`src/sv/hrl_pkg.sv`:
```
// hrl_pkg: types and constants shared by the hex record loader modules
// character codes, decode offsets, parser phases and the queue token
// no dependencies
`timescale 1ns / 1ps
`default_nettype none

package hrl_pkg;

   // character codes and digit decode offsets
   localparam logic [7:0]  CHAR_COLON    = 8'd58;
   localparam logic [7:0]  CHAR_ZERO     = 8'd48;
   localparam logic [7:0]  CHAR_NINE     = 8'd57;
   localparam logic [7:0]  DIGIT_OFFSET  = 8'd48;
   localparam logic [7:0]  LETTER_OFFSET = 8'd55;

   // configuration reset and default queue depth
   localparam logic [15:0] LOWEST_ADDRESS_RESET = 16'h3000;
   localparam int          QUEUE_DEPTH_DEFAULT  = 2;

   // digit counts that close each header field
   localparam logic [1:0]  LEN_LAST_DIGIT  = 2'd1;
   localparam logic [1:0]  ADDR_LAST_DIGIT = 2'd3;
   localparam logic [1:0]  TYPE_LAST_DIGIT = 2'd1;

   // parser phase
   typedef enum logic [2:0] {
      PH_WAIT,
      PH_LEN,
      PH_ADDR,
      PH_TYPE,
      PH_DATA
   } hrl_phase_type;

   // classified character passed from front to back
   typedef struct packed {
      logic       colon;
      logic [3:0] nibble;
   } hrl_token_type;

endpackage

`default_nettype wire

```
`src/sv/hex_record_loader.sv`:
```
// hex_record_loader: top level of the hex record loader
// ties front decode, token queue, back parser and the floor register together
// depends on hrl_pkg, hrl_front, hrl_queue, hrl_back
//
// usage
//   req_ channel: one ASCII character of hex text per transfer (req_hex_char)
//   rsp_ channel: one result per transfer, either a byte write
//     (rsp_write_address, rsp_write_data, rsp_is_end low) or the end marker
//     (rsp_is_end high, address and data zero)
//   csr_ channel: write of the address floor; always ready, takes effect at
//     the next character
//   a character is decoded in the front and queued; the back parser takes one
//   queued character a cycle while the result register is free or drains,
//   so one character is accepted every cycle; each is queued at its
//   transfer, and the parser step that takes it loads any result it causes
//   into the result register
//   throughput: one character per cycle, set by the single parser step
//   when the receiver stalls the result register holds, the parser stops and
//   the queue fills; req_ready falls once the QUEUE_DEPTH entries are taken
//   reset: parser waits for a record start, queue and result register empty,
//   floor returns to 0x3000; after the end marker all input is swallowed
`timescale 1ns / 1ps
`default_nettype none

module hex_record_loader #(
   parameter int QUEUE_DEPTH = hrl_pkg::QUEUE_DEPTH_DEFAULT
) (
   input  wire logic        clock,
   input  wire logic        reset,
   input  wire logic        req_valid,
   output logic             req_ready,
   input  wire logic [7:0]  req_hex_char,
   output logic             rsp_valid,
   input  wire logic        rsp_ready,
   output logic [15:0]      rsp_write_address,
   output logic [7:0]       rsp_write_data,
   output logic             rsp_is_end,
   input  wire logic        csr_valid,
   output logic             csr_ready,
   input  wire logic [15:0] csr_lowest_address
);

   hrl_pkg::hrl_token_type front_token;
   hrl_pkg::hrl_token_type queue_token;
   logic                   queue_valid;
   logic                   queue_ready;
   logic [15:0]            lowest_address_ff;

   // address floor register
   assign csr_ready = 1'b1;

   always_ff @(posedge clock) begin
      if (reset) begin
         lowest_address_ff <= hrl_pkg::LOWEST_ADDRESS_RESET;
      end else if (csr_valid && csr_ready) begin
         lowest_address_ff <= csr_lowest_address;
      end
   end

   hrl_front u_front (
      .hex_char (req_hex_char),
      .token    (front_token)
   );

   hrl_queue #(
      .DEPTH (QUEUE_DEPTH)
   ) u_queue (
      .clock      (clock),
      .reset      (reset),
      .push_valid (req_valid),
      .push_ready (req_ready),
      .push_token (front_token),
      .pop_valid  (queue_valid),
      .pop_ready  (queue_ready),
      .pop_token  (queue_token)
   );

   hrl_back u_back (
      .clock             (clock),
      .reset             (reset),
      .lowest_address    (lowest_address_ff),
      .tok_valid         (queue_valid),
      .tok_ready         (queue_ready),
      .tok               (queue_token),
      .rsp_valid         (rsp_valid),
      .rsp_ready         (rsp_ready),
      .rsp_write_address (rsp_write_address),
      .rsp_write_data    (rsp_write_data),
      .rsp_is_end        (rsp_is_end)
   );

endmodule

`default_nettype wire

```
`src/sv/hrl_front.sv`:
```
// hrl_front: classifies each accepted character as record start or hex nibble
// depends on hrl_pkg
`timescale 1ns / 1ps
`default_nettype none

module hrl_front (
   input  wire logic [7:0]         hex_char,
   output hrl_pkg::hrl_token_type  token
);

   logic [7:0] letter_diff;
   logic [7:0] digit_diff;

   // decimal digits map to c-48, everything else to c-55, low four bits kept
   always_comb begin
      digit_diff   = hex_char - hrl_pkg::DIGIT_OFFSET;
      letter_diff  = hex_char - hrl_pkg::LETTER_OFFSET;
      token.colon  = (hex_char == hrl_pkg::CHAR_COLON);
      if (hex_char inside {[hrl_pkg::CHAR_ZERO:hrl_pkg::CHAR_NINE]}) begin
         token.nibble = digit_diff[3:0];
      end else begin
         token.nibble = letter_diff[3:0];
      end
   end

endmodule

`default_nettype wire

```
`src/sv/hrl_queue.sv`:
```
// hrl_queue: short first-in first-out queue of tokens between front and back
// depends on hrl_pkg
`timescale 1ns / 1ps
`default_nettype none

module hrl_queue #(
   parameter int DEPTH = hrl_pkg::QUEUE_DEPTH_DEFAULT
) (
   input  wire logic                   clock,
   input  wire logic                   reset,
   input  wire logic                   push_valid,
   output logic                        push_ready,
   input  wire hrl_pkg::hrl_token_type push_token,
   output logic                        pop_valid,
   input  wire logic                   pop_ready,
   output hrl_pkg::hrl_token_type      pop_token
);

   localparam int PTR_W = (DEPTH > 1) ? $clog2(DEPTH) : 1;
   localparam int CNT_W = $clog2(DEPTH + 1);
   localparam logic [PTR_W-1:0] LAST_PTR = PTR_W'(DEPTH - 1);
   localparam logic [CNT_W-1:0] FULL_CNT = CNT_W'(DEPTH);

   hrl_pkg::hrl_token_type entry_ff [DEPTH];
   logic [PTR_W-1:0] wr_ptr_ff, wr_ptr_in;
   logic [PTR_W-1:0] rd_ptr_ff, rd_ptr_in;
   logic [CNT_W-1:0] count_ff, count_in;
   logic             do_push;
   logic             do_pop;

   assign push_ready = (count_ff != FULL_CNT);
   assign pop_valid  = (count_ff != '0);
   assign pop_token  = entry_ff[rd_ptr_ff];
   assign do_push    = push_valid && push_ready;
   assign do_pop     = pop_valid && pop_ready;

   // pointer and fill count update
   always_comb begin
      wr_ptr_in = wr_ptr_ff;
      rd_ptr_in = rd_ptr_ff;
      count_in  = count_ff;
      if (do_push) begin
         wr_ptr_in = (wr_ptr_ff == LAST_PTR) ? '0 : wr_ptr_ff + PTR_W'(1);
      end
      if (do_pop) begin
         rd_ptr_in = (rd_ptr_ff == LAST_PTR) ? '0 : rd_ptr_ff + PTR_W'(1);
      end
      if (do_push && !do_pop) begin
         count_in = count_ff + CNT_W'(1);
      end else if (!do_push && do_pop) begin
         count_in = count_ff - CNT_W'(1);
      end
   end

   always_ff @(posedge clock) begin
      if (reset) begin
         wr_ptr_ff <= '0;
         rd_ptr_ff <= '0;
         count_ff  <= '0;
      end else begin
         wr_ptr_ff <= wr_ptr_in;
         rd_ptr_ff <= rd_ptr_in;
         count_ff  <= count_in;
      end
   end

   // token storage
   always_ff @(posedge clock) begin
      if (do_push) begin
         entry_ff[wr_ptr_ff] <= push_token;
      end
   end

endmodule

`default_nettype wire

```
`src/sv/hrl_back.sv`:
```
// hrl_back: record parser state machine and result register
// takes one token a cycle from the queue unless the result stalls; depends on hrl_pkg
`timescale 1ns / 1ps
`default_nettype none

module hrl_back (
   input  wire logic                   clock,
   input  wire logic                   reset,
   input  wire logic [15:0]            lowest_address,
   input  wire logic                   tok_valid,
   output logic                        tok_ready,
   input  wire hrl_pkg::hrl_token_type tok,
   output logic                        rsp_valid,
   input  wire logic                   rsp_ready,
   output logic [15:0]                 rsp_write_address,
   output logic [7:0]                  rsp_write_data,
   output logic                        rsp_is_end
);

   hrl_pkg::hrl_phase_type phase_ff, phase_in;
   logic [1:0]  digit_count_ff, digit_count_in;
   logic [7:0]  record_length_ff, record_length_in;
   logic [15:0] record_address_ff, record_address_in;
   logic [3:0]  high_nibble_ff, high_nibble_in;
   logic [7:0]  bytes_done_ff, bytes_done_in;
   logic        finished_ff, finished_in;

   logic        rsp_valid_ff, rsp_valid_in;
   logic [15:0] rsp_address_ff;
   logic [7:0]  rsp_data_ff;
   logic        rsp_end_ff;

   logic        pop;
   logic [7:0]  length_next;
   logic [7:0]  bytes_next;
   logic        emit_valid;
   logic [15:0] emit_address;
   logic [7:0]  emit_data;
   logic        emit_end;

   // a token is taken whenever the result slot is free or being drained
   assign pop       = tok_valid && (!rsp_valid_ff || rsp_ready);
   assign tok_ready = (!rsp_valid_ff || rsp_ready);

   assign length_next = {record_length_ff[3:0], tok.nibble};
   assign bytes_next  = bytes_done_ff + 8'd1;

   // next state
   always_comb begin
      phase_in          = phase_ff;
      digit_count_in    = digit_count_ff;
      record_length_in  = record_length_ff;
      record_address_in = record_address_ff;
      high_nibble_in    = high_nibble_ff;
      bytes_done_in     = bytes_done_ff;
      finished_in       = finished_ff;
      if (pop && !finished_ff) begin
         if (tok.colon) begin
            phase_in          = hrl_pkg::PH_LEN;
            digit_count_in    = '0;
            record_length_in  = '0;
            record_address_in = '0;
            high_nibble_in    = '0;
            bytes_done_in     = '0;
         end else begin
            case (phase_ff)
               hrl_pkg::PH_LEN: begin
                  record_length_in = length_next;
                  digit_count_in   = digit_count_ff + 2'd1;
                  if (digit_count_ff == hrl_pkg::LEN_LAST_DIGIT) begin
                     digit_count_in = '0;
                     if (length_next == 8'd0) begin
                        finished_in = 1'b1;
                        phase_in    = hrl_pkg::PH_WAIT;
                     end else begin
                        phase_in    = hrl_pkg::PH_ADDR;
                     end
                  end
               end
               hrl_pkg::PH_ADDR: begin
                  record_address_in = {record_address_ff[11:0], tok.nibble};
                  digit_count_in    = digit_count_ff + 2'd1;
                  if (digit_count_ff == hrl_pkg::ADDR_LAST_DIGIT) begin
                     digit_count_in = '0;
                     phase_in       = hrl_pkg::PH_TYPE;
                  end
               end
               hrl_pkg::PH_TYPE: begin
                  digit_count_in = digit_count_ff + 2'd1;
                  if (digit_count_ff == hrl_pkg::TYPE_LAST_DIGIT) begin
                     digit_count_in = '0;
                     phase_in       = hrl_pkg::PH_DATA;
                  end
               end
               hrl_pkg::PH_DATA: begin
                  if (digit_count_ff == 2'd0) begin
                     high_nibble_in = tok.nibble;
                     digit_count_in = 2'd1;
                  end else begin
                     digit_count_in = '0;
                     bytes_done_in  = bytes_next;
                     if (bytes_next == record_length_ff) begin
                        phase_in = hrl_pkg::PH_WAIT;
                     end
                  end
               end
               default: begin
                  phase_in = phase_ff;
               end
            endcase
         end
      end
   end

   // outputs of the parser: end marker or data byte write
   always_comb begin
      emit_valid   = 1'b0;
      emit_end     = 1'b0;
      emit_address = '0;
      emit_data    = '0;
      if (pop && !finished_ff && !tok.colon) begin
         case (phase_ff)
            hrl_pkg::PH_LEN: begin
               if (digit_count_ff == hrl_pkg::LEN_LAST_DIGIT && length_next == 8'd0) begin
                  emit_valid = 1'b1;
                  emit_end   = 1'b1;
               end
            end
            hrl_pkg::PH_DATA: begin
               if (digit_count_ff != 2'd0 && record_address_ff >= lowest_address) begin
                  emit_valid   = 1'b1;
                  emit_address = record_address_ff + {8'd0, bytes_done_ff};
                  emit_data    = {high_nibble_ff, tok.nibble};
               end
            end
            default: begin
               emit_valid = 1'b0;
            end
         endcase
      end
   end

   always_ff @(posedge clock) begin
      if (reset) begin
         phase_ff          <= hrl_pkg::PH_WAIT;
         digit_count_ff    <= '0;
         record_length_ff  <= '0;
         record_address_ff <= '0;
         high_nibble_ff    <= '0;
         bytes_done_ff     <= '0;
         finished_ff       <= 1'b0;
      end else begin
         phase_ff          <= phase_in;
         digit_count_ff    <= digit_count_in;
         record_length_ff  <= record_length_in;
         record_address_ff <= record_address_in;
         high_nibble_ff    <= high_nibble_in;
         bytes_done_ff     <= bytes_done_in;
         finished_ff       <= finished_in;
      end
   end

   // result register: loads on a new result, clears when the transfer completes
   always_comb begin
      rsp_valid_in = rsp_valid_ff;
      if (emit_valid) begin
         rsp_valid_in = 1'b1;
      end else if (rsp_ready) begin
         rsp_valid_in = 1'b0;
      end
   end

   always_ff @(posedge clock) begin
      if (reset) begin
         rsp_valid_ff <= 1'b0;
      end else begin
         rsp_valid_ff <= rsp_valid_in;
      end
   end

   always_ff @(posedge clock) begin
      if (emit_valid) begin
         rsp_address_ff <= emit_address;
         rsp_data_ff    <= emit_data;
         rsp_end_ff     <= emit_end;
      end
   end

   assign rsp_valid         = rsp_valid_ff;
   assign rsp_write_address = rsp_address_ff;
   assign rsp_write_data    = rsp_data_ff;
   assign rsp_is_end        = rsp_end_ff;

endmodule

`default_nettype wire

```
`config.mk`:
```
export PLATFORM = sky130hd
export DESIGN_NAME = hex_record_loader
export DESIGN_NICKNAME = d
export VERILOG_FILES = /design/src/sv/hrl_pkg.sv /design/src/sv/hex_record_loader.sv /design/src/sv/hrl_front.sv /design/src/sv/hrl_queue.sv /design/src/sv/hrl_back.sv
export SDC_FILE = /design/constraint.sdc
export NUM_CORES = 1
export LEC_CHECK = 0
export BUFFER_PORTS_ARGS = -buffer_cell sky130_fd_sc_hd__buf_2
export CAP_MARGIN = 20
export CORE_MARGIN = 3
export CORE_UTILIZATION = 59
export CTS_CLUSTER_DIAMETER = 60
export DETAILED_ROUTE_END_ITERATION = 8
export GPL_TIMING_DRIVEN = 0
export HOLD_SLACK_MARGIN = 0.08
export PLACE_DENSITY = 0.8
export SLEW_MARGIN = 10
export SYNTH_ARGS = -nofsm -noshare
export SYNTH_HDL_FRONTEND = slang
export SYNTH_SLANG_ARGS = --single-unit
```
`constraint.sdc`:
```
create_clock -name clock -period 3.6 [get_ports clock]
set_input_delay 0.72 -clock clock [delete_from_list [all_inputs] [get_ports clock]]
set_output_delay 0.72 -clock clock [all_outputs]
set_load 0.05 [all_outputs]
```
==> impl_metrics.yaml, run 1 <==
run_status:
  outcome: "completed"
logic_synthesis:
  postSynth.topFlopCell: "sky130_fd_sc_hd__dfxtp_1"
  yosysTopAreaCellShare: 0.247
  synthesis_stage_register_bit_count: 99
  count_of_flip_flops_with_a_built_in_enable_after_synthesis: 35
  top_cells_by_area_in_the_synthesized_netlist: "sky130_fd_sc_hd__dfxtp_1 25%, sky130_fd_sc_hd__edfxtp_1 20%, sky130_fd_sc_hd__ha_1 8.4%, sky130_fd_sc_hd__nor2_1 4.9%, sky130_fd_sc_hd__a21oi_1 3.8%"
  synth.distinct_cells: 55
  async_flop_share: 0
  synthMostInstantiatedCell: "sky130_fd_sc_hd__nor2_1"
  synth_top_area_cell: "sky130_fd_sc_hd__dfxtp_1"
  postSynthNetCount: 620
  synth.avg_cell_area_um2: 9.35
  synthesis.instances: 555
  ys_seq_area_frac: 0.450
  yosys_warnings: 0
  post_synth_most_frequent_cells: "68 x sky130_fd_sc_hd__nor2_1, 64 x sky130_fd_sc_hd__dfxtp_1, 46 x sky130_fd_sc_hd__nand2_1"
  syn-cell-area_um2: 5190
floorplan:
  std_cell_rows: 33
  design.core.area_um2: 8380
  boundaryPins: 57
  start_util: 0.619
  fp.dieH_um: 99.8
  die_area_um2: 9950
  fp.dieW_um: 99.8
drt:
  drt_drc_violations_left: 0
  detailroute.wirelength.met2_um: 5930
  highest_layer: "met4"
  drt-vias-per-instance: 5.90
  met1Wirelength_um: 4930
  num_vias: 4300
  final_routed_wire_length_divided_by_cell_count_um: 16.2
  totalWireLength_um: 11800
  antenna_violating_nets_post_route: 0
  wl_met3_um: 581
  detailedRoute.firstPassIterationCount: 5
  drt_iter0_markers: 240
cells_and_area:
  multiInputGateArea_um2: 2640
  area_delta_synth_final_pct: 11.5
  design.final.nets: 684
  n_antenna_cell: 0
  post-route-util: 0.690
  drive_gt1_frac: 0.143
  register_area_um2: 2330
  filler_cell_count_in_the_final_layout: 690
sta:
  timing.fmax_mhz: 316
  final.min_clock_period_ns: 3.16
  post-route-worst-setup-slack_ns: 0.436
  worst_pin_slew_ns: 0.992
  grt_setup_unrepaired: "false"
  timing.final.hold_violations: 0
  timing.final.crit_share: 0.879
  setup_tns_ns: 0
  max-slew-margin-rel: 0.337
  slew_viol_final: 0
  fin_skew_ns: 0.0162
  setup_violations: 0
cts:
  cts_num_sinks: 99
  total_of_hold_buffers_inserted_after_clock_tree_synthesis: 0
  cts-root-to-sink-buffers: 2
  worstSkewPairLatency_ns: 0.37
  tritoncts: "done"
  ctsHtreeMaxLevel: 3
  cts_buffers: 9
  worst_setup_hold_path_clk_slew_ns: 0.11
  post_cts_resized: 0
  root_buffer: "sky130_fd_sc_hd__clkbuf_8"
  cts.repair_timing.setup_buffer_count: 0
setup_path:
  timing.critical_path.to_type: "flip-flop"
  critical_path_cell_sequence: "buf_2, mux2i_1, nand2_1, nor4_1, nand3_1, nand2_1"
  path_common_cell: "sky130_fd_sc_hd__nand2_1"
  critical_path_data_required_time_ns: 3.60
  start_kind: "flip-flop"
  crit_fanout: 25
  crit_arrival_ns: 3.17
  cp_slowest_cell: "sky130_fd_sc_hd__nand2_1"
  crit_path_max_incr_delay_ns: 0.83
  worst-setup-path-type: "reg2reg"
grt:
  largest_net_degree_at_the_start_of_global_routing: 26
  overall_global_routing_resource_usage: 0.242
  grt_pass1_wl_um: 19400
  grt_pass1_vias: 4178
  grt.overflow.total: 0
  grt_antenna_before_repair: 0
placement:
  dpl.hpwl_um: 8820
  place_congestion: 0.900
  detailedPlace.worstSlack_ns: 0.156
  port-buffer-count: 53
hold_path:
  timing.hold.worst.class: "reg2reg"
power_and_ir_drop:
  fin_total_pwr_w: 0.00280
  power-per-cell-area_nw_per_um2: 484
  vdd_drop_max_uv: 336
  pleak_nw: 2.27
job:
  timing.max_cap.violations: 0
power by group:
part           leakage (nW)  switching [W]  internal (W)
Sequential            0.820      0.0000657       0.00124
Clock                0.0958       0.000409      0.000325
Combinational          1.36       0.000505      0.000258
Total                  2.27       0.000979       0.00182
layout by cell type, fill, tap and decap left out, types with 3 or more instances in the layout:
cell / instances
sky130_fd_sc_hd__nor2_1: 68
sky130_fd_sc_hd__dfxtp_1: 64
sky130_fd_sc_hd__buf_2: 55
sky130_fd_sc_hd__nand2_1: 46
sky130_fd_sc_hd__a21oi_1: 39
sky130_fd_sc_hd__ha_1: 35
sky130_fd_sc_hd__edfxtp_1: 35
sky130_fd_sc_hd__inv_1: 31
sky130_fd_sc_hd__nand3_1: 24
sky130_fd_sc_hd__o21ai_0: 23
sky130_fd_sc_hd__mux2i_1: 17
sky130_fd_sc_hd__xnor2_1: 16
sky130_fd_sc_hd__clkbuf_1: 15
sky130_fd_sc_hd__and3_1: 13
sky130_fd_sc_hd__a22oi_1: 12
sky130_fd_sc_hd__a211oi_1: 11
sky130_fd_sc_hd__nor2b_1: 10
sky130_fd_sc_hd__xor2_1: 10
sky130_fd_sc_hd__nor3_1: 9
sky130_fd_sc_hd__clkbuf_8: 9
sky130_fd_sc_hd__nand2b_1: 8
sky130_fd_sc_hd__mux2_2: 7
sky130_fd_sc_hd__a31oi_1: 5
sky130_fd_sc_hd__o21a_1: 4
sky130_fd_sc_hd__a211o_1: 3
sky130_fd_sc_hd__nor4_1: 3
sky130_fd_sc_hd__and2_1: 3
sky130_fd_sc_hd__o211ai_1: 3
sky130_fd_sc_hd__nor3b_1: 3
sequential cells by signal (all words and copies together) (netlist names), named ones only:
| register | flops |
|---|---|
| lowest_address_ff | 16 |
| u_back.record_address_ff | 16 |
| u_back.rsp_write_address | 16 |
| u_queue.entry_ff | 10 |
| u_back.bytes_done_ff | 8 |
| u_back.record_length_ff | 8 |
| u_back.rsp_write_data | 8 |
| u_back.high_nibble_ff | 4 |
| u_back.phase_ff | 3 |
| u_back.digit_count_ff | 2 |
| u_queue.count_ff | 2 |
| u_back.finished_ff | 1 |
| u_back.rsp_is_end | 1 |
| u_back.rsp_valid | 1 |
| u_queue.rd_ptr_ff | 1 |
| u_queue.wr_ptr_ff | 1 |
path summary, 6_finish.rpt:
| path | from | end | slack (ns) | cells past startpoint |
|---|---|---|---|---|
| worst max-delay path | flip-flop | u_back.rsp_write_data[4] | 0.44 | 6 |
| worst min-delay path | lowest_address_ff[15] | lowest_address_ff[15] | 0.51 | 2 |
| worst max register to register | flip-flop | u_back.rsp_write_data[4] | 0.44 | 6 |
| worst min register to register | lowest_address_ff[15] | lowest_address_ff[15] | 0.51 | 2 |
stage by stage:
step | instances | hold slack (ns) | cell area (um2)
final | 729 | 0.505 | 5780
after global routing | 729 | 0.520 | 5780
after CTS | 729 | 0.509 | 5780
after detailed placement | 713 | 0.484 | 5580
after global placement | 713 | 0.458 | 5580
after floorplan | 555 | 0.451 | 5190
worst max-delay path, delay by kind of cell (launching register included):
family        cells  cell delay, ns
buf+inv           1            0.20
mux               1            0.47
flops             1            0.32
simple gates      4            1.79
logic make-up (layout without fill, tap and decap cells):
logic type	count (synthesis)	after routing	synth area share
other	1	1	0.000723
AND/OR/NAND/NOR	199	199	0.185
buffers and inverters	53	122	0.0425
adder cells (fa/ha/maj)	36	36	0.0883
AO/OA/AOI/OAI	116	116	0.140
flip-flops	99	99	0.450
multiplexers	25	25	0.0507
XOR/XNOR	26	26	0.0439
layer usage:
| layer | up-vias | GRT usage |
|---|---|---|
| met1 | 2042 | 0.292 |
| met2 | 139 | 0.425 |
| li1 | 2087 | - |
| met3 | 32 | 0.0316 |
| met4 | 0 | 0.111 |
| met5 | - | 0 |
area by class of cell:
type / count / area share
Multi-Input combinational cell: 403 / 0.456
Sequential cell: 99 / 0.403
Timing Repair Buffer: 53 / 0.0459
Tap cell: 105 / 0.0227
Clock buffer: 9 / 0.0214
Inverter: 31 / 0.0201
Buffer: 22 / 0.0180
Clock inverter: 7 / 0.0132
No activity file was read; power rests on OpenSTA's default activity.
==> run 2, diff against run 1 <==
Settings changed: CORE_UTILIZATION 59 to 30, PLACE_DENSITY 0.8 to not set, SYNTH_HIERARCHICAL set to 1.
Clock period 3.6 ns to 3.73 ns, I/O delays scaled along.
==> run 2 against run 1 <==
  * Combinational power decreased by 20%
  * Cell area increased by 7.9%
  * Die area grew 98%
  * Sequential share of layout area decreased by 2.9 points
  * Critical path type unchanged
  * Largest cell class unchanged
==> impl_metrics.yaml, run 2 <==
drt:
  totalWireLength_um: 12000
  final_routed_wire_length_divided_by_cell_count_um: 14.0
  drt_iter0_markers: 231
  antenna_violating_nets_post_route: 0
  drt_drc_violations_left: 0
  num_vias: 4239
  detailedRoute.firstPassIterationCount: 5
  drt-vias-per-instance: 4.96
floorplan:
  fp.dieH_um: 140
  die_area_um2: 19700
  std_cell_rows: 48
  boundaryPins: 57
  design.core.area_um2: 17500
  fp.dieW_um: 140
  start_util: 0.310
grt:
  grt_antenna_before_repair: 0
  grt.overflow.total: 0
  grt_pass1_wl_um: 20000
  largest_net_degree_at_the_start_of_global_routing: 26
  grt_pass1_vias: 3973
  overall_global_routing_resource_usage: 0.124
cts:
  tritoncts: "done"
  total_of_hold_buffers_inserted_after_clock_tree_synthesis: 0
  cts-root-to-sink-buffers: 2
  ctsHtreeMaxLevel: 3
  cts_buffers: 9
  cts_num_sinks: 99
  worst_setup_hold_path_clk_slew_ns: 0.07
  worstSkewPairLatency_ns: 0.34
  root_buffer: "sky130_fd_sc_hd__clkbuf_16"
logic_synthesis:
  yosysTopAreaCellShare: 0.237
  count_of_flip_flops_with_a_built_in_enable_after_synthesis: 35
  ys_seq_area_frac: 0.431
  async_flop_share: 0
  synthMostInstantiatedCell: "sky130_fd_sc_hd__nor2_1"
  synthesis_stage_register_bit_count: 99
  post_synth_most_frequent_cells: "86 x sky130_fd_sc_hd__nor2_1, 64 x sky130_fd_sc_hd__dfxtp_1, 42 x sky130_fd_sc_hd__inv_1"
  top_cells_by_area_in_the_synthesized_netlist: "sky130_fd_sc_hd__dfxtp_1 24%, sky130_fd_sc_hd__edfxtp_1 19%, sky130_fd_sc_hd__ha_1 7.9%, sky130_fd_sc_hd__nor2_1 6.0%, sky130_fd_sc_hd__a22oi_1 4.0%"
  syn-cell-area_um2: 5410
  postSynthNetCount: 624
  postSynth.topFlopCell: "sky130_fd_sc_hd__dfxtp_1"
  yosys_warnings: 6
  synth.distinct_cells: 69
  synthesis.instances: 560
  synth.avg_cell_area_um2: 9.66
  synth_top_area_cell: "sky130_fd_sc_hd__dfxtp_1"
cells_and_area:
  stdcell_count: 855
  area_delta_synth_final_pct: 15.3
  design.final.nets: 689
  layout.cells.most_common_list: "86 x sky130_fd_sc_hd__nor2_1, 64 x sky130_fd_sc_hd__dfxtp_1, 56 x sky130_fd_sc_hd__buf_2"
  n_antenna_cell: 0
  layout.cells.most_common: "sky130_fd_sc_hd__nor2_1"
  drive_gt1_frac: 0.159
placement:
  place.detailed.instances: 839
  place_congestion: 0.829
  port-buffer-count: 54
  dpl.hpwl_um: 8930
setup_path:
  worst-setup-path-type: "reg2reg"
  critical_path_data_required_time_ns: 3.71
  critical_path_cell_sequence: "mux2_2, clkbuf_1, nor4b_4, o311ai_4, buf_2, nand2_2"
  crit_arrival_ns: 3.19
  worstPathBufferInverterCount: 2
  rr_endpoint: "u_back/rsp_write_address[15]"
  cp_top_family: "simple AND/OR/NAND/NOR gates"
  rrSetupSlack_ns: 0.52
  start_kind: "flip-flop"
  crit_fanout: 25
  crit_path_max_incr_delay_ns: 0.67
  cp_slowest_cell: "sky130_fd_sc_hd__nor4b_4"
  r2r.worst_path.cells: 6
  timing.critical_path.to_type: "flip-flop"
sta:
  slew_viol_final: 0
  max-slew-margin-rel: 0.470
  timing.fmax_mhz: 312
  grt_setup_unrepaired: "false"
  final.min_clock_period_ns: 3.21
  fin_skew_ns: 0.00698
  worst_pin_slew_ns: 0.789
  timing.final.hold_violations: 0
  setup_tns_ns: 0
  setup_violations: 0
  timing.final.crit_share: 0.861
hold_path:
  min_from: "u_back/finished_ff"
  min_delay_worst_endpoint: "u_back/finished_ff"
  timing.hold.worst.class: "reg2reg"
  worst_hold_path.num_cells: 2
job:
  timing.max_cap.violations: 0
power_and_ir_drop:
  power-per-cell-area_nw_per_um2: 434
  vdd_drop_max_uv: 219
  pleak_nw: 2.40
run_status:
  outcome: "completed"
## run 2: cell types whose count changed after synthesis, moves of 4 or more
cell,delta
sky130_fd_sc_hd__a21oi_1,-13
sky130_fd_sc_hd__nand2_1,-34
sky130_fd_sc_hd__inv_1,+11
sky130_fd_sc_hd__nor2_1,+18
sky130_fd_sc_hd__o21ai_0,+4
sky130_fd_sc_hd__and3_1,-6
sky130_fd_sc_hd__nand4b_1,+4
sky130_fd_sc_hd__nand3_1,-13
sky130_fd_sc_hd__nand3b_1,+5
sky130_fd_sc_hd__xor2_1,-4
sky130_fd_sc_hd__a22oi_1,+17
sky130_fd_sc_hd__a211oi_1,-7
## run 2: layer usage
metal	up-vias	share of wire	wire, um	GRT usage
met5	-	0	0	0
met4	0	0.021	250	0.0556
met3	14	0.055	656	0.0236
met2	106	0.42	5060	0.176
met1	1967	0.50	6030	0.181
li1	2152	-	-	-
## run 2: per-stage QoR
step                setup slack, ns  instance area (um2)   util  total power [W]  hold slack [ns]
floorplan                     0.939                 5410      -          0.00170            0.434
global placement              0.138                 5960  0.341          0.00185            0.447
detailed placement            0.144                 5960  0.341          0.00186            0.450
CTS                           0.109                 6240  0.357          0.00274            0.462
global route                  0.290                 6240  0.357          0.00286            0.490
finish                        0.520                 6240  0.357          0.00271            0.459
## run 2: worst max path at each step
stage / to / cells after the start / start / slack, ns
2_1_floorplan: u_back/rsp_is_end / 6 / flip-flop / 0.94
3_3_place_gp: u_back/rsp_write_address[14] / 6 / flip-flop / 0.14
3_5_place_dp: u_back/rsp_write_address[15] / 6 / flip-flop / 0.14
4_1_cts: u_back/rsp_write_address[15] / 6 / flip-flop / 0.11
5_1_grt: u_back/rsp_write_address[13] / 7 / u_back/digit_count_ff[0] / 0.29
6_report: u_back/rsp_write_address[15] / 6 / flip-flop / 0.52
## run 2: power breakdown
group          internal (W)  switching [W]
sequential          0.00118      0.0000487
clock              0.000470       0.000398
combinational      0.000218       0.000393
total               0.00187       0.000839
## run 2: worst min-delay path, stage by stage (launching register included)
cell,delay (ns)
sky130_fd_sc_hd__dfxtp_1,0.32
sky130_fd_sc_hd__inv_1,0.05
sky130_fd_sc_hd__a21oi_1,0.05
## run 2: logic make-up (layout without fill, tap and decap cells)
kind of cell,count (synthesis),count (layout),synth area share
other,1,1,0.000693
AND/OR/NAND/NOR,182,182,0.181
adder cells (fa/ha/maj),35,35,0.0823
XOR/XNOR,21,21,0.0340
multiplexers,20,20,0.0391
buffers and inverters,65,135,0.0543
flip-flops,99,99,0.431
AO/OA/AOI/OAI,137,137,0.178
## run 2: what timing repair did
item | in CTS | in global routing
setup endpoints to repair | 0 | 25
resized for setup | 0 | 1
buffers inserted | 0 | 0
## run 2: layout make-up
type | instances | area, um2
buffer | 23 | 136
clock buffer | 12 | 246
clock inverter | 4 | 26.3
fill | 1796 | 11200
inverter | 42 | 158
multi-input combinational | 396 | 2790
sequential | 99 | 2330
tap | 225 | 282
timing repair buffer | 54 | 270
==> run 3, diff against run 2 <==
==> constraint.sdc (replaced) <==
create_clock -name clock -period 2.8 [get_ports clock]
set_input_delay 0.84 -clock clock [delete_from_list [all_inputs] [get_ports clock]]
set_output_delay 0.84 -clock clock [all_outputs]
set_load 0.05 [all_outputs]
==> run 3 against run 2 <==
  * Routed wire length grew 0.13%
  * Die area is the same
  * Combinational power is 36% higher
  * First-iteration DRC count rose by 13%
  * Sequential share of layout area is 0.72 points lower
  * Clock power up 64%
  * Final cell count is 0.47% higher
  * Non-clock buffer count up 4
==> impl_metrics.yaml, run 3 (synthesized netlist as in run 2, its figures left out) <==
setup_path:
  critical_path_data_required_time_ns: 2.83
  timing.critical_path.to_type: "flip-flop"
  start_kind: "flip-flop"
  critical_path_cell_sequence: "mux2_2, or4_1, nor2_1, nand3_1, nand2_8"
  crit_fanout: 25
  crit_path_max_incr_delay_ns: 0.52
  cp_top_family: "simple AND/OR/NAND/NOR gates"
  worst-setup-path-type: "reg2reg"
  crit_arrival_ns: 2.70
  rrSetupSlack_ns: 0.13
  cp_slowest_cell: "sky130_fd_sc_hd__or4_1"
  worstPathBufferInverterCount: 0
cts:
  cts_num_sinks: 99
  cts_buffers: 9
  tritoncts: "done"
  total_of_hold_buffers_inserted_after_clock_tree_synthesis: 0
  worstSkewPairLatency_ns: 0.35
  root_buffer: "sky130_fd_sc_hd__clkbuf_16"
  ctsHtreeMaxLevel: 3
  worst_setup_hold_path_clk_slew_ns: 0.06
  cts-root-to-sink-buffers: 2
sta:
  slew_viol_final: 0
  worst_pin_slew_ns: 0.730
  max-slew-margin-rel: 0.509
  setup_violations: 0
  fin_skew_ns: 0.0107
  timing.final.crit_share: 0.952
  setup_tns_ns: 0
  grt_setup_unrepaired: "false"
  hold-worst-slack_ns: 0.468
  post-route-worst-setup-slack_ns: 0.135
  timing.final.hold_violations: 0
  final.min_clock_period_ns: 2.67
  timing.fmax_mhz: 375
floorplan:
  boundaryPins: 57
  die_area_um2: 19700
  fp.dieW_um: 140
  fp.dieH_um: 140
  design.core.area_um2: 17500
  start_util: 0.310
  std_cell_rows: 48
run_status:
  outcome: "completed"
hold_path:
  timing.hold.worst.class: "reg2reg"
grt:
  largest_net_degree_at_the_start_of_global_routing: 26
  grt.overflow.total: 0
  grt_pass1_wl_um: 19700
  grt_pass1_vias: 3885
  overall_global_routing_resource_usage: 0.123
  grt_antenna_before_repair: 0
drt:
  antenna_violating_nets_post_route: 0
  totalWireLength_um: 12000
  drt_drc_violations_left: 0
  drt-vias-per-instance: 4.92
  num_vias: 4222
  final_routed_wire_length_divided_by_cell_count_um: 14.0
  highest_layer: "met4"
  detailroute.wirelength.met2_um: 4970
  met1Wirelength_um: 6150
  drt_iter0_markers: 260
  wl_met3_um: 650
  detailedRoute.firstPassIterationCount: 6
placement:
  port-buffer-count: 54
  detailedPlace.worstSlack_ns: -0.564
  placed_area_um2: 5970
  place.detailed.instances: 839
  dpl.hpwl_um: 8860
  place_congestion: 0.824
cells_and_area:
  stdcell_count: 859
  design.final.nets: 693
  area_delta_synth_final_pct: 17.5
  drive_gt1_frac: 0.166
  design_area_um2: 6360
  n_antenna_cell: 0
  layout.cells.most_common: "sky130_fd_sc_hd__nor2_1"
  layout.cells.most_common_list: "86 x sky130_fd_sc_hd__nor2_1, 64 x sky130_fd_sc_hd__dfxtp_1, 55 x sky130_fd_sc_hd__buf_2"
power_and_ir_drop:
  power-per-cell-area_nw_per_um2: 611
  pleak_nw: 2.45
  vdd_drop_max_uv: 288
job:
  timing.max_cap.violations: 0
-- run 3: changes by cell type in the layout (fill, tap and decap cells not counted), sizes merged --
cell,before,now
clkbuf,26,25
clkinv,3,1
inv,42,43
buf,63,66
bufinv,0,3
-- run 3: final timing paths --
| path | start | end | cells past startpoint |
|---|---|---|---|
| min | u_back/finished_ff | u_back/finished_ff | 2 |
| max | flip-flop | u_back/rsp_write_address[13] | 5 |
| max reg2reg | flip-flop | u_back/rsp_write_address[13] | 5 |
| min reg2reg | u_back/finished_ff | u_back/finished_ff | 2 |
-- run 3: area by class of cell --
| cell class | instances | area, um2 |
|---|---|---|
| Multi-Input combinational cell | 396 | 2810 |
| Sequential cell | 99 | 2330 |
| Tap cell | 225 | 282 |
| Clock inverter | 6 | 111 |
| Buffer | 23 | 139 |
| Timing Repair Buffer | 58 | 300 |
| Clock buffer | 10 | 229 |
| Inverter | 42 | 158 |
| Fill cell | 1746 | 11100 |
-- run 3: tightest hold or removal path, cell delays in order (launching register included) --
cell,delay [ns]
sky130_fd_sc_hd__dfxtp_1,0.32
sky130_fd_sc_hd__inv_1,0.05
sky130_fd_sc_hd__a21oi_1,0.05
-- run 3: per-stage QoR --
step / total power, W / utilization
after floorplan: 0.00226 / -
after global placement: 0.00247 / 0.341
after detailed placement: 0.00248 / 0.341
after CTS: 0.00392 / 0.363
after global routing: 0.00408 / 0.364
final: 0.00389 / 0.364
-- run 3: report_power, final --
part           switching [W]  internal (W)
Sequential         0.0000655       0.00157
Combinational       0.000538      0.000295
Clock               0.000542      0.000875
-- run 3: what timing repair did --
action | 4_1_cts | 5_1_grt
pin swaps | 2 | 1
resized for setup | 2 | 2
buffers inserted | 3 | 1
endpoints found under the setup margin | 28 | 25
gates cloned | 0 | 0
-- run 3: routing by layer --
layer  up-vias  GRT usage
met5         -          0
met4         0     0.0535
met3        14     0.0236
met2       104      0.172
met1      1940      0.181
li1       2164          -
